**src/rtl/core/miu_pkg.sv**
```systemverilog
// Package: request/response types, sizes, status codes and microcode ROM of the inverse unit.
package miu_pkg;

  localparam int unsigned EXP_W     = 16;
  localparam int unsigned MOD_W     = 32;
  localparam int unsigned MAX_STEPS = 48;
  localparam int unsigned STEP_W    = $clog2(MAX_STEPS + 1);
  localparam int unsigned CNT_W     = $clog2(MOD_W);
  localparam int unsigned PC_W      = 4;
  localparam int unsigned ST_W      = 2;

  typedef logic [ST_W-1:0] status_t;
  localparam status_t ST_OK         = 2'd0;
  localparam status_t ST_NO_INVERSE = 2'd1;
  localparam status_t ST_BAD_MOD    = 2'd2;

  typedef struct packed {
    logic [EXP_W-1:0] exponent;
    logic [MOD_W-1:0] modulus;
  } req_t;

  typedef struct packed {
    logic [MOD_W-1:0] inverse;
    status_t          status;
  } rsp_t;

  // Datapath operations
  typedef enum logic [3:0] {
    OP_NOP,
    OP_LOAD,
    OP_DIV_INIT_A,
    OP_DIV_STEP,
    OP_EUCLID_INIT,
    OP_DIV_INIT_R,
    OP_EUCLID_UPD,
    OP_REDUCE,
    OP_FINAL,
    OP_BAD_MOD,
    OP_NO_INV,
    OP_EMIT
  } op_e;

  // Sequencing: next, jump, branch (taken or fall through), wait (taken or stay)
  typedef enum logic [1:0] {
    SEQ_NEXT,
    SEQ_JUMP,
    SEQ_BRANCH,
    SEQ_WAIT
  } seq_e;

  typedef enum logic [2:0] {
    COND_IN_VALID,
    COND_MOD_SMALL,
    COND_DIV_LAST,
    COND_EUCLID_DONE,
    COND_NO_INV,
    COND_OUT_FREE
  } cond_e;

  typedef struct packed {
    op_e             op;
    seq_e            seq;
    cond_e           cond;
    logic [PC_W-1:0] target;
  } ctl_t;

  // Program addresses
  localparam logic [PC_W-1:0] PC_IDLE      = 4'd0;
  localparam logic [PC_W-1:0] PC_CHK       = 4'd1;
  localparam logic [PC_W-1:0] PC_DIVA      = 4'd2;
  localparam logic [PC_W-1:0] PC_DIVA_LOOP = 4'd3;
  localparam logic [PC_W-1:0] PC_EINIT     = 4'd4;
  localparam logic [PC_W-1:0] PC_TEST      = 4'd5;
  localparam logic [PC_W-1:0] PC_DIVR      = 4'd6;
  localparam logic [PC_W-1:0] PC_DIVR_LOOP = 4'd7;
  localparam logic [PC_W-1:0] PC_UPD       = 4'd8;
  localparam logic [PC_W-1:0] PC_FIN       = 4'd9;
  localparam logic [PC_W-1:0] PC_RED       = 4'd10;
  localparam logic [PC_W-1:0] PC_FINAL     = 4'd11;
  localparam logic [PC_W-1:0] PC_BADM      = 4'd12;
  localparam logic [PC_W-1:0] PC_NOINV     = 4'd13;
  localparam logic [PC_W-1:0] PC_EMIT      = 4'd14;

  function automatic ctl_t ucode(input logic [PC_W-1:0] pc);
    ctl_t w;
    unique case (pc)
      PC_IDLE:      w = '{op: OP_LOAD,        seq: SEQ_WAIT,   cond: COND_IN_VALID,
                          target: PC_CHK};
      PC_CHK:       w = '{op: OP_NOP,         seq: SEQ_BRANCH, cond: COND_MOD_SMALL,
                          target: PC_BADM};
      PC_DIVA:      w = '{op: OP_DIV_INIT_A,  seq: SEQ_NEXT,   cond: COND_DIV_LAST,
                          target: PC_IDLE};
      PC_DIVA_LOOP: w = '{op: OP_DIV_STEP,    seq: SEQ_WAIT,   cond: COND_DIV_LAST,
                          target: PC_EINIT};
      PC_EINIT:     w = '{op: OP_EUCLID_INIT, seq: SEQ_NEXT,   cond: COND_DIV_LAST,
                          target: PC_IDLE};
      PC_TEST:      w = '{op: OP_NOP,         seq: SEQ_BRANCH, cond: COND_EUCLID_DONE,
                          target: PC_FIN};
      PC_DIVR:      w = '{op: OP_DIV_INIT_R,  seq: SEQ_NEXT,   cond: COND_DIV_LAST,
                          target: PC_IDLE};
      PC_DIVR_LOOP: w = '{op: OP_DIV_STEP,    seq: SEQ_WAIT,   cond: COND_DIV_LAST,
                          target: PC_UPD};
      PC_UPD:       w = '{op: OP_EUCLID_UPD,  seq: SEQ_JUMP,   cond: COND_DIV_LAST,
                          target: PC_TEST};
      PC_FIN:       w = '{op: OP_NOP,         seq: SEQ_BRANCH, cond: COND_NO_INV,
                          target: PC_NOINV};
      PC_RED:       w = '{op: OP_REDUCE,      seq: SEQ_NEXT,   cond: COND_DIV_LAST,
                          target: PC_IDLE};
      PC_FINAL:     w = '{op: OP_FINAL,       seq: SEQ_JUMP,   cond: COND_DIV_LAST,
                          target: PC_EMIT};
      PC_BADM:      w = '{op: OP_BAD_MOD,     seq: SEQ_JUMP,   cond: COND_DIV_LAST,
                          target: PC_EMIT};
      PC_NOINV:     w = '{op: OP_NO_INV,      seq: SEQ_JUMP,   cond: COND_DIV_LAST,
                          target: PC_EMIT};
      PC_EMIT:      w = '{op: OP_EMIT,        seq: SEQ_WAIT,   cond: COND_OUT_FREE,
                          target: PC_IDLE};
      default:      w = '{op: OP_NOP,         seq: SEQ_JUMP,   cond: COND_DIV_LAST,
                          target: PC_IDLE};
    endcase
    return w;
  endfunction

endpackage

```
**src/rtl/core/modular_inverse_unit_core.sv**
```systemverilog
// Top level: microcoded extended-Euclid modular inverse unit.
// Latency grows with the number k of Euclid steps (k <= 46 for a 32-bit modulus); a modulus
//   below two skips the divider and goes straight to the response.
// One request at a time; each Euclid step is paced by the serial divider.
// A new request is taken while the previous response still waits in the output register.
// Reset (rst_ni low, async) returns the sequencer to idle and empties the output register.
module modular_inverse_unit_core (
  input  logic              clk_i,
  input  logic              rst_ni,
  input  logic              in_valid_i,
  output logic              in_stall_o,
  input  miu_pkg::req_t     in_req_i,
  output logic              out_valid_o,
  input  logic              out_stall_i,
  output miu_pkg::rsp_t     out_rsp_o
);

  localparam int unsigned W = miu_pkg::MOD_W;

  // Sequencer
  logic [miu_pkg::PC_W-1:0] pc_q, pc_d;
  miu_pkg::ctl_t            ctl;
  logic                     cond;

  // Operand and Euclid registers
  logic [miu_pkg::EXP_W-1:0] a_q;
  logic [W-1:0]              m_q;
  logic [W-1:0]              prev_r_q, cur_r_q;
  logic [W-1:0]              prev_mag_q, cur_mag_q;
  logic                      prev_neg_q, cur_neg_q;
  logic [miu_pkg::STEP_W-1:0] steps_q;

  // Serial divider with fused quotient-times-coefficient accumulator
  logic [W-1:0]              dvd_q, dvs_q, rem_q, acc_q;
  logic [miu_pkg::CNT_W-1:0] cnt_q;
  logic [W:0]                trial, diff;
  logic                      fits;
  logic [W-1:0]              rem_step, acc_step;

  // Result staging and output register
  logic [W-1:0]              res_inv_q;
  miu_pkg::status_t          res_status_q;
  logic                      out_valid_q;
  miu_pkg::rsp_t             out_rsp_q;
  logic                      out_free, in_take, emit;

  assign ctl        = miu_pkg::ucode(pc_q);
  assign in_stall_o = (ctl.op != miu_pkg::OP_LOAD);
  assign in_take    = in_valid_i && !in_stall_o;
  assign out_free   = !out_valid_q || !out_stall_i;
  assign emit       = (ctl.op == miu_pkg::OP_EMIT) && out_free;

  assign out_valid_o = out_valid_q;
  assign out_rsp_o   = out_rsp_q;

  // Restoring divide step; the accumulator runs Horner on the quotient bits, MSB first,
  // so it ends holding quotient times the current coefficient magnitude.
  always_comb begin
    trial    = {rem_q, dvd_q[W-1]};
    diff     = trial - {1'b0, dvs_q};
    fits     = (trial >= {1'b0, dvs_q});
    rem_step = fits ? diff[W-1:0] : trial[W-1:0];
    acc_step = {acc_q[W-2:0], 1'b0} + (fits ? cur_mag_q : '0);
  end

  // Branch conditions
  always_comb begin
    unique case (ctl.cond)
      miu_pkg::COND_IN_VALID:    cond = in_valid_i;
      miu_pkg::COND_MOD_SMALL:   cond = (m_q[W-1:1] == '0);
      miu_pkg::COND_DIV_LAST:    cond = (cnt_q == '0);
      miu_pkg::COND_EUCLID_DONE: cond = (cur_r_q == '0) ||
                                        (steps_q == miu_pkg::STEP_W'(miu_pkg::MAX_STEPS));
      miu_pkg::COND_NO_INV:      cond = (cur_r_q != '0) || (prev_r_q != W'(1));
      miu_pkg::COND_OUT_FREE:    cond = out_free;
      default:                   cond = 1'b0;
    endcase
  end

  // Next program address
  always_comb begin
    unique case (ctl.seq)
      miu_pkg::SEQ_NEXT:   pc_d = pc_q + 1'b1;
      miu_pkg::SEQ_JUMP:   pc_d = ctl.target;
      miu_pkg::SEQ_BRANCH: pc_d = cond ? ctl.target : pc_q + 1'b1;
      miu_pkg::SEQ_WAIT:   pc_d = cond ? ctl.target : pc_q;
      default:             pc_d = miu_pkg::PC_IDLE;
    endcase
  end

  // Control state: program counter and output valid
  always_ff @(posedge clk_i or negedge rst_ni) begin
    if (!rst_ni) begin
      pc_q        <= miu_pkg::PC_IDLE;
      out_valid_q <= 1'b0;
    end else begin
      pc_q <= pc_d;
      if (emit) begin
        out_valid_q <= 1'b1;
      end else if (!out_stall_i) begin
        out_valid_q <= 1'b0;
      end
    end
  end

  // Datapath driven by the current control word
  always_ff @(posedge clk_i) begin
    unique case (ctl.op)
      miu_pkg::OP_LOAD: begin
        if (in_take) begin
          a_q <= in_req_i.exponent;
          m_q <= in_req_i.modulus;
        end
      end
      miu_pkg::OP_DIV_INIT_A: begin
        // reduce the exponent modulo the modulus first
        dvd_q <= W'(a_q);
        dvs_q <= m_q;
        rem_q <= '0;
        acc_q <= '0;
        cnt_q <= miu_pkg::CNT_W'(W - 1);
      end
      miu_pkg::OP_DIV_STEP: begin
        dvd_q <= {dvd_q[W-2:0], 1'b0};
        rem_q <= rem_step;
        acc_q <= acc_step;
        cnt_q <= cnt_q - 1'b1;
      end
      miu_pkg::OP_EUCLID_INIT: begin
        prev_r_q   <= m_q;
        cur_r_q    <= rem_q;
        prev_mag_q <= '0;
        cur_mag_q  <= W'(1);
        prev_neg_q <= 1'b0;
        cur_neg_q  <= 1'b0;
        steps_q    <= '0;
      end
      miu_pkg::OP_DIV_INIT_R: begin
        dvd_q <= prev_r_q;
        dvs_q <= cur_r_q;
        rem_q <= '0;
        acc_q <= '0;
        cnt_q <= miu_pkg::CNT_W'(W - 1);
      end
      miu_pkg::OP_EUCLID_UPD: begin
        // advance remainders and coefficient magnitudes; signs alternate
        prev_r_q   <= cur_r_q;
        cur_r_q    <= rem_q;
        prev_mag_q <= cur_mag_q;
        cur_mag_q  <= prev_mag_q + acc_q;
        prev_neg_q <= cur_neg_q;
        cur_neg_q  <= !cur_neg_q;
        steps_q    <= steps_q + 1'b1;
      end
      miu_pkg::OP_REDUCE: begin
        if (prev_mag_q >= m_q) begin
          prev_mag_q <= prev_mag_q - m_q;
        end
      end
      miu_pkg::OP_FINAL: begin
        // fold a negative coefficient back into 0..m-1
        res_inv_q    <= (prev_neg_q && (prev_mag_q != '0)) ? m_q - prev_mag_q : prev_mag_q;
        res_status_q <= miu_pkg::ST_OK;
      end
      miu_pkg::OP_BAD_MOD: begin
        res_inv_q    <= '0;
        res_status_q <= miu_pkg::ST_BAD_MOD;
      end
      miu_pkg::OP_NO_INV: begin
        res_inv_q    <= '0;
        res_status_q <= miu_pkg::ST_NO_INVERSE;
      end
      miu_pkg::OP_EMIT: begin
        if (out_free) begin
          out_rsp_q.inverse <= res_inv_q;
          out_rsp_q.status  <= res_status_q;
        end
      end
      default: begin
      end
    endcase
  end

`ifndef SYNTH
  // An accepted request always starts with the modulus check.
  a_take_starts: assert property (@(posedge clk_i) disable iff (!rst_ni)
    in_take |=> pc_q == miu_pkg::PC_CHK)
    else $error("request accepted but sequencer did not start");

  // The divider never runs with a zero divisor.
  a_div_nonzero: assert property (@(posedge clk_i) disable iff (!rst_ni)
    (pc_q == miu_pkg::PC_DIVA_LOOP || pc_q == miu_pkg::PC_DIVR_LOOP) |-> dvs_q != '0)
    else $error("divide step with zero divisor");

  // A successful inverse lies below the modulus.
  a_inv_range: assert property (@(posedge clk_i) disable iff (!rst_ni)
    (pc_q == miu_pkg::PC_EMIT && res_status_q == miu_pkg::ST_OK) |-> res_inv_q < m_q)
    else $error("inverse not reduced below modulus");

  // A failing status carries a zero inverse.
  a_fail_zero: assert property (@(posedge clk_i) disable iff (!rst_ni)
    (out_valid_o && out_rsp_o.status != miu_pkg::ST_OK) |-> out_rsp_o.inverse == '0)
    else $error("nonzero inverse with failing status");

  // The Euclid step count stays within its limit.
  a_step_limit: assert property (@(posedge clk_i) disable iff (!rst_ni)
    (pc_q == miu_pkg::PC_UPD) |-> steps_q < miu_pkg::STEP_W'(miu_pkg::MAX_STEPS))
    else $error("Euclid step limit exceeded");
`endif

endmodule

```
**config.mk**
```make
export PLATFORM = sky130hd
export DESIGN_NAME = modular_inverse_unit_core
export DESIGN_NICKNAME = d
export VERILOG_FILES = /design/src/rtl/core/miu_pkg.sv /design/src/rtl/core/modular_inverse_unit_core.sv
export SDC_FILE = /design/constraint.sdc
export NUM_CORES = 1
export LEC_CHECK = 0
export BUFFER_PORTS_ARGS = -buffer_cell sky130_fd_sc_hd__buf_4
export CORE_ASPECT_RATIO = 0.7
export CORE_MARGIN = 4
export CORE_UTILIZATION = 63
export DETAILED_ROUTE_END_ITERATION = 12
export GPL_TIMING_DRIVEN = 1
export PLACE_DENSITY_LB_ADDON = 0.1
export SKIP_CTS_REPAIR_TIMING = 1
export SLEW_MARGIN = 20
export SYNTH_ARGS = -nofsm -noshare
export SYNTH_HDL_FRONTEND = slang
export SYNTH_SLANG_ARGS = --single-unit
```
**constraint.sdc**
```tcl
create_clock -name clk_i -period 9.6 [get_ports clk_i]
set_input_delay 1.92 -clock clk_i [delete_from_list [all_inputs] [get_ports clk_i]]
set_output_delay 1.92 -clock clk_i [all_outputs]
set_load 0.02 [all_outputs]
```
==> reports/results.tsv <==
metric	value	unit
R2R Setup Slk	3630	ps
FF-to-FF path depth	21	
initial antenna violation count	0	
area post-placement	0.02472	sq mm
syn nets	2533	
final setup TNS	0	ps
Worst-Margin Slew	995.4	ps
top cell type's share of synthesized area	0.4884	
final instance area	0.02603	sq mm
Rel. slew slack	0.3364	
Synth area leader	edfxtp_1	
Root Buffer	clkbuf_16	
prevailing post-synth register cell	edfxtp_1	
RSZ-0062 raised after global routing	false	
Synth cell types	80	
share of flip-flops with an asynchronous set or reset	0.01282	
sequential area share after synthesis	0.4937	
r2r startpoint	rem_q[17]	
pins over their slew limit	0	
die area	0.04078	sq mm
Initial DRC Count	2381	
Max-Cap Viols	0	
largest net degree at the start of global routing	100	
worst slack, placed	3871	ps
Final Setup Violations	0	
HPWL after DPL	50590	um
Tmin final	5966	ps
synth top area cells	edfxtp_1 (49%), ha_1 (8.7%), nand2_1 (4.0%)	
Clock transition at path regs	60	ps
clk sink count	390	
routability cong.	1.031	
WL/cell	23.19	um
CTS tree	yes	
Num CTS Buffers	39	
endpoints failing hold	0	
total wire length	66850	um
crit path DAT	6230	ps
Clock Latency Late Sink	560	ps
Gate Count Post-Synth	2311	
Die Span X	239.7	um
Synth Register Bits	390	
number of flops mapped to enable cells by yosys	385	
Hold WC Path Type	reg2reg	
vias in the first global route	16670	
via count	18450	
Req. time, crit path	9870	ps
Residual DRC	0	
post-route ant nets	0	
All-Layer GR Usage	0.3238	
First-pass DRT Iterations	6	
die span in y	170.2	um
Cell Rows	59	
first-pass GRT wire length	101200	um
Antenna Cells	0	
Starting Density	0.6374	
yosys warns	0	
H-tree Lvls	2	
Max Root-Sink Buffers	3	
core area	0.03713	sq mm
share of layout cells above drive strength 1	0.08521	
Startpoint Class	register	
num ports	88	
Layout Nets	2586	
global route overflow	0	
worst clock skew	24.05	ps
setup ws final	3634	ps
CP endpoint kind	register	
period utilization	0.6215	
status	completed	
Hold WS	410.6	ps
fillers	2738	
Layout area overhead	9.986	%
vias per cell	6.401	
Syn Std Cell Area	0.02367	sq mm
FMAX	0.1676	GHz
worst setup path endpoint	acc_q[31]	
PortBufs	87	
Critical path origin	rem_q[17]	
WS Path Type	reg2reg	
Avg Inst Size Synth	10.24	sq um
reg2reg end	acc_q[31]	
CP Max Fanout	68	
==> layout make-up <==
class                      instances  area [sq um]  area share
clock inverter                    27         274.0     0.01053
clock buffer                      44          1037     0.03984
sequential                       390         11690      0.4489
timing repair buffer             104         780.7     0.02999
tap                              488         610.6     0.02345
inverter                         135         506.7     0.01947
multi-input combinational       1694         11140      0.4278
==> routing by layer <==
metal	vias up	wire, um	global-route usage
li1	8550	-	-
met2	1133	24640	0.4039
met4	0	1126	0.05876
met1	8694	31600	0.5585
met5	-	0	0
met3	72	9479	0.08084
==> worst max-delay path, stage by stage (launching register included) <==
cell and delay [ps]:
edfxtp_1 410, ha_1 380, a211oi_1 250, nor2_1 110
o41a_1 340, a22o_1 240, a311oi_4 340, o21ai_2 110
a21o_2 240, buf_4 360, and2_1 290, ha_1 350
a211oi_2 310, nor3_1 120, o21ai_0 220, o211ai_1 260
a211oi_1 380, o21ai_1 150, a221o_1 370, a21oi_1 210
xnor2_1 160, nor2_1 50
==> how the worst min path moves through the flow <==
stage	startpoint	end	cells after the start
5_1_grt	res_inv_q[11]	out_rsp_o[13]	0
3_5_place_dp	res_inv_q[13]	out_rsp_o[15]	0
2_1_floorplan	res_status_q[0]	out_rsp_o[0]	0
4_1_cts	res_inv_q[13]	out_rsp_o[15]	0
3_3_place_gp	res_inv_q[23]	out_rsp_o[25]	0
6_report	res_inv_q[13]	out_rsp_o[15]	0
==> registers in the layout (all words and copies together) (netlist names), 16 cells and up <==
register and flops:
out_rsp_o 34, acc_q 32, cur_mag_q 32, cur_r_q 32, dvd_q 32, dvs_q 32
m_q 32, prev_mag_q 32, prev_r_q 32, rem_q 32, res_inv_q 32, a_q 16
==> synthesized netlist by cell type, types with 16 or more instances <==
library cell	instances
o21a_1	19
xnor2_1	79
o21bai_1	19
a211oi_1	32
nor3_1	31
a22o_1	23
and2_1	42
a31oi_1	16
a22oi_1	19
ha_1	165
xor2_1	62
buf_2	19
nor2b_1	25
a21o_1	72
edfxtp_1	385
inv_1	135
o21ai_0	185
nand4_1	25
nand2b_1	27
clkbuf_1	62
nand2_1	250
mux2i_1	27
nor2_1	203
and3_1	22
nor4_1	33
a21oi_1	152
nand3_1	37
==> per-stage QoR <==
step / std cells / utilization
after floorplan: 2311 / -
after detailed placement: 2811 / 0.6657
final: 2882 / 0.7011
after global routing: 2882 / 0.7011
after CTS: 2882 / 0.7010
after global placement: 2811 / 0.6657
==> cells in the final DEF, fill, tap and decap left out, drive strengths merged, types with 23 or more instances in the layout <==
master and count:
edfxtp 385, nand2 250, nor2 203, o21ai 195
ha 165, a21oi 154, inv 139, buf 104
xnor2 79, a21o 72, xor2 62, clkbuf 44
and2 42, nand3 37, a211oi 37, nor4 33
nor3 32, mux2i 27, nand2b 27, nor2b 25
nand4 25, a22o 23
==> kinds of logic after synthesis <==
family	Yosys count	share of synthesized area
xor gates and xnor gates	141	0.05218
AOI/OAI and AO/OA	638	0.1724
adders and majority gates	170	0.09145
DFF	390	0.4937
and+or+nand+nor	717	0.1394
muxes	28	0.01189
buffers and inverters	227	0.03891
Power is left out: the tool's default activity adds up to more than one toggle a clock period on the data nets, which glitch-free logic cannot reach.
